File: src/qmr_prod.sv
// ----------------------------------------------------------------------------
// qmr_prod
// registered signed fixed point multiplier, product shifted right by the
// fraction width (rounds toward minus infinity)
// ----------------------------------------------------------------------------
module qmr_prod #(
   parameter int WORD_WIDTH = 32,
   parameter int FRAC_BITS  = 16
) (
   input  logic                                         clock,
   input  logic signed [WORD_WIDTH-1:0]                 op_a,
   input  logic signed [WORD_WIDTH-1:0]                 op_b,
   output logic signed [2*WORD_WIDTH-FRAC_BITS-1:0]     prod
);

   localparam int FULL_WIDTH = 2 * WORD_WIDTH;
   localparam int PROD_WIDTH = FULL_WIDTH - FRAC_BITS;

   logic signed [FULL_WIDTH-1:0] full;
   logic signed [PROD_WIDTH-1:0] prod_in;
   logic signed [PROD_WIDTH-1:0] prod_ff;

   always_comb begin
      full    = FULL_WIDTH'(op_a) * FULL_WIDTH'(op_b);
      prod_in = full[FULL_WIDTH-1:FRAC_BITS];
   end

   always_ff @(posedge clock) begin
      prod_ff <= prod_in;
   end

   assign prod = prod_ff;

endmodule

File: config.mk
export PLATFORM = sky130hd
export DESIGN_NAME = qmr_prod
export DESIGN_NICKNAME = d
export VERILOG_FILES = /design/src/qmr_prod.sv
export SDC_FILE = /design/constraint.sdc
export NUM_CORES = 2
export LEC_CHECK = 0
export BUFFER_PORTS_ARGS = -buffer_cell sky130_fd_sc_hd__clkbuf_2
export CAP_MARGIN = 20
export CORE_MARGIN = 3
export CORE_UTILIZATION = 50
export DETAILED_ROUTE_END_ITERATION = 10
export PLACE_DENSITY = 0.71
export SYNTH_ARGS = -nofsm -noshare
export SYNTH_HDL_FRONTEND = slang
export SYNTH_SLANG_ARGS = --single-unit
File: constraint.sdc
create_clock -name clock -period 18.5 [get_ports clock]
set_input_delay 1.85 -clock clock [delete_from_list [all_inputs] [get_ports clock]]
set_output_delay 1.85 -clock clock [all_outputs]
set_load 0.05 [all_outputs]
* Yosys cells after proc, flatten, opt, wreduce, memory -nomap -nowiden
Cells that the tools add are included.
** Word-level totals
- Input bits :: 65
- Bits in registers :: 48
- Output and inout port bits :: 48
** Operators by class
- Multipliers :: 1
** Operators with widths (number)
- $mul A32 B32 Y64 :: 1

* Depth between registers and ports, before layout
- Depth in word-level cells :: 1
- Gate-level depth with buffers :: 27

* Worst setup path before layout
OpenSTA, ideal clock, no wires.
- Path type :: input -> register
- From :: input op_a[31]
- To :: register prod_ff[47], in the netlist prod[47]
- Path buffers :: 1
- Arrival time :: 8.952 ns
- Data required time :: 18.379 ns
- Slack :: 9.427 ns
- Setup time :: 0.121 ns
- Cell stages on the path :: 27
- Cell sequence :: clkbuf_1 -> nand2_1 -> inv_1 -> fa_1 -> inv_1 -> fa_1 -> inv_1 -> fa_1 -> fa_1 -> inv_1 -> fa_1 -> inv_1 -> fa_1 -> inv_1 -> fa_1 -> inv_1 -> fa_1 -> ha_1 -> a21oi_1 -> o211a_1 -> o31ai_1 -> a221oi_1 -> a21oi_1 -> o21ai_0 -> o21ai_1 -> o41a_1 -> xnor2_1
** On the way
- Longest elaborated chain between the ends :: 1
** Ends and longest elaborated chain
- start, declared :: line 11 : input logic signed [WORD_WIDTH-1:0] op_a,
- $mul A32 B32 Y64 :: line 24 : full = FULL_WIDTH'(op_a) * FULL_WIDTH'(op_b);
- named net full[63] :: line 19 : logic signed [FULL_WIDTH-1:0] full;
- end signal, assigned :: line 29 : prod_ff <= prod_in;
- end, declared :: line 21 : logic signed [PROD_WIDTH-1:0] prod_ff;
The timed path passes the listed nets, and every way through them passes these cells.

* Worst setup path in the final report
- From :: input op_a[31]
- To :: register prod_ff[46], in the netlist prod[46]
Same word-level chain as after synthesis.

==> flow_summary.json <==
{
  "clkSinkCount": 48,
  "cp.arrival_ns": 10.36,
  "grt_usage": 0.2597,
  "nets": 5086,
  "grt_pass1_vias": 28592,
  "tns_ns": 0,
  "synthTopCellsByArea": "fa_1, inv_1, and2_1, ha_1, nand2_1",
  "slew_headroom": 0.3383,
  "io_pins": 113,
  "max-cap-violations": 0,
  "syn_to_final_growth_pct": 3.753,
  "fmax_mhz": 98.94,
  "io_buffers": 112,
  "ys_seq_elements": 48,
  "grt_max_degree": 33,
  "hold_buffers": 0,
  "antenna_found_initial": 1,
  "core_area_mm2": 0.07185,
  "post-synth-top-area-cell": "fa_1",
  "cts_max_level": 2,
  "initial_core_util": 0.5080,
  "synth_warnings": 0,
  "worst_pin_slew_ns": 0.9866,
  "routed_wl_mm": 93.70,
  "ys_async_sr_fraction": 0,
  "ctsResizeCount": 0,
  "ys_top_cells_by_count": "fa_1, inv_1, nand2_1, and2_1, clkbuf_1",
  "synth_flop_cell": "dfxtp_1",
  "synth.avg_cell_area_um2": 9.556,
  "synth_top_area_frac": 0.5928,
  "clockRootBuffer": "clkbuf_16",
  "grt-ovfl-total": 0,
  "hold_viol_final": 0,
  "viasPerCell": 5.354,
  "grt_pass1_wl_mm": 155.4,
  "yosysSeqAreaShare": 0.02632,
  "drive_gt1_frac": 0.04121,
  "drc": 0,
  "synth_edf_count": 0,
  "min_delay_path_depth": 1,
  "clk_path_buf_depth": 2,
  "worst_path_max_delay_cell": "fa_1",
  "crit_path_max_fanout": 32,
  "startpoint_type": "input pin",
  "clk_pin_slew_ns": 0.08,
  "drtAntennaViolNets": 0,
  "rows": 98,
  "via_count": 25229,
  "post_cts_buffers": 0,
  "synth.distinct_cells": 54,
  "startpoint": "op_a[31]",
  "critPathRequiredTime_ns": 18.75,
  "fin_crit_sh": 0.5463,
  "largest_reg_flops": 48,
  "grt_setup_unrepaired": "false",
  "period_needed_ns": 10.11,
  "tritoncts": "done",
  "yosysMostFrequentCell": "fa_1",
  "dieHeight_um": 276.2,
  "dp_hpwl_mm": 74.06,
  "first_iter_violations": 1590,
  "gp_congestion": 0.8796,
  "syn_inst": 3820,
  "critical_path_class": "input pin to flip-flop",
  "setup_viol": 0,
  "endpoint": "prod[46]$_DFF_P_",
  "wire_per_inst_um": 19.89,
  "cts_made_buffers": 5,
  "path_common_cell": "fa_1",
  "syn_nets": 5146,
  "endpoint_kind": "flip-flop",
  "syn_area_mm2": 0.03650,
  "slew_viol_final": 0,
  "dr.pass1.iters": 5,
  "slowest_delay_ns": 0.89,
  "status": "finished clean",
  "floorplan.die_area_mm2": 0.07629,
  "hold_class": "flip-flop to output port",
  "die_w_um": 276.2
}
[worst min path at each step]
| stage | start | endpoint |
|---|---|---|
| 2_1_floorplan | prod[0]$_DFF_P_ | prod[0] |
| 4_1_cts | prod[1]$_DFF_P_ | prod[1] |
| 3_5_place_dp | prod[27]$_DFF_P_ | prod[27] |
| 6_report | prod[14]$_DFF_P_ | prod[14] |
| 5_1_grt | prod[46]$_DFF_P_ | prod[46] |
| 3_3_place_gp | prod[45]$_DFF_P_ | prod[45] |
[logic make-up (layout without fill, tap and decap cells)]
kind of cell | Yosys count | after routing | share of synthesized area
flops | 48 | 48 | 0.02632
buf+inv | 1155 | 1096 | 0.1188
simple gates | 1140 | 1140 | 0.1570
xor+xnor | 63 | 63 | 0.01512
other cells | 0 | 1 | 0
compound gates | 153 | 153 | 0.02824
fa+ha+maj | 1261 | 1261 | 0.6545
[metal layers]
layer | vias to the layer above | global-route usage | part of all wire
met3 | 193 | 0.03310 | 0.062
met2 | 903 | 0.4462 | 0.50
li1 | 10688 | - | -
met5 | - | 0 | 0
met4 | 0 | 0.1022 | 0.045
met1 | 13445 | 0.3363 | 0.39
[layout by cell type, fill, tap and decap left out, types with 6 or more instances in the layout]
| master | count |
|---|---|
| ha_1 | 180 |
| nand3_1 | 12 |
| and3_1 | 7 |
| dfxtp_1 | 48 |
| xor2_1 | 23 |
| nor3_1 | 7 |
| nor2_1 | 46 |
| clkbuf_2 | 112 |
| nand4_1 | 14 |
| fa_1 | 1081 |
| inv_1 | 950 |
| nand2_1 | 513 |
| a21oi_1 | 48 |
| o21a_1 | 6 |
| xnor2_1 | 40 |
| nand2b_1 | 12 |
| and2_1 | 512 |
| o21bai_1 | 8 |
| a21o_1 | 21 |
| o21ai_0 | 26 |
| buf_4 | 26 |
[area by class of cell]
type / instances / area [um2]
Sequential cell: 48 / 960.9
Fill cell: 6545 / 33980
Inverter: 950 / 3566
Clock buffer: 5 / 125.1
Multi-Input combinational cell: 2617 / 31210
Timing Repair Buffer: 138 / 755.7
Tap cell: 950 / 1189
Antenna cell: 1 / 2.502
Clock inverter: 3 / 68.82
[worst max-delay path: cells and delay by family]
kind | cells | cell delay [ns]
compound gates | 8 | 1.62
buf+inv | 8 | 1.81
fa+ha+maj | 9 | 4.72
simple gates | 2 | 0.37
[per-stage QoR]
| step | hold slack (ns) | setup slack [ns] | cell area (um2) | utilization | instances |
|---|---|---|---|---|---|
| final | 2.711 | 8.393 | 37870 | 0.5271 | 4712 |
| after global routing | 2.739 | 7.812 | 37870 | 0.5271 | 4711 |
| after CTS | 2.731 | 8.396 | 37870 | 0.5271 | 4711 |
| after detailed placement | 2.346 | 8.011 | 37680 | 0.5244 | 4703 |
| after global placement | 2.347 | 8.181 | 37680 | 0.5244 | 4703 |
| after floorplan | 2.290 | 9.427 | 36500 | - | 3820 |
Power is left out: the tool's default activity adds up to more than one toggle a clock period on the data nets, which glitch-free logic cannot reach.
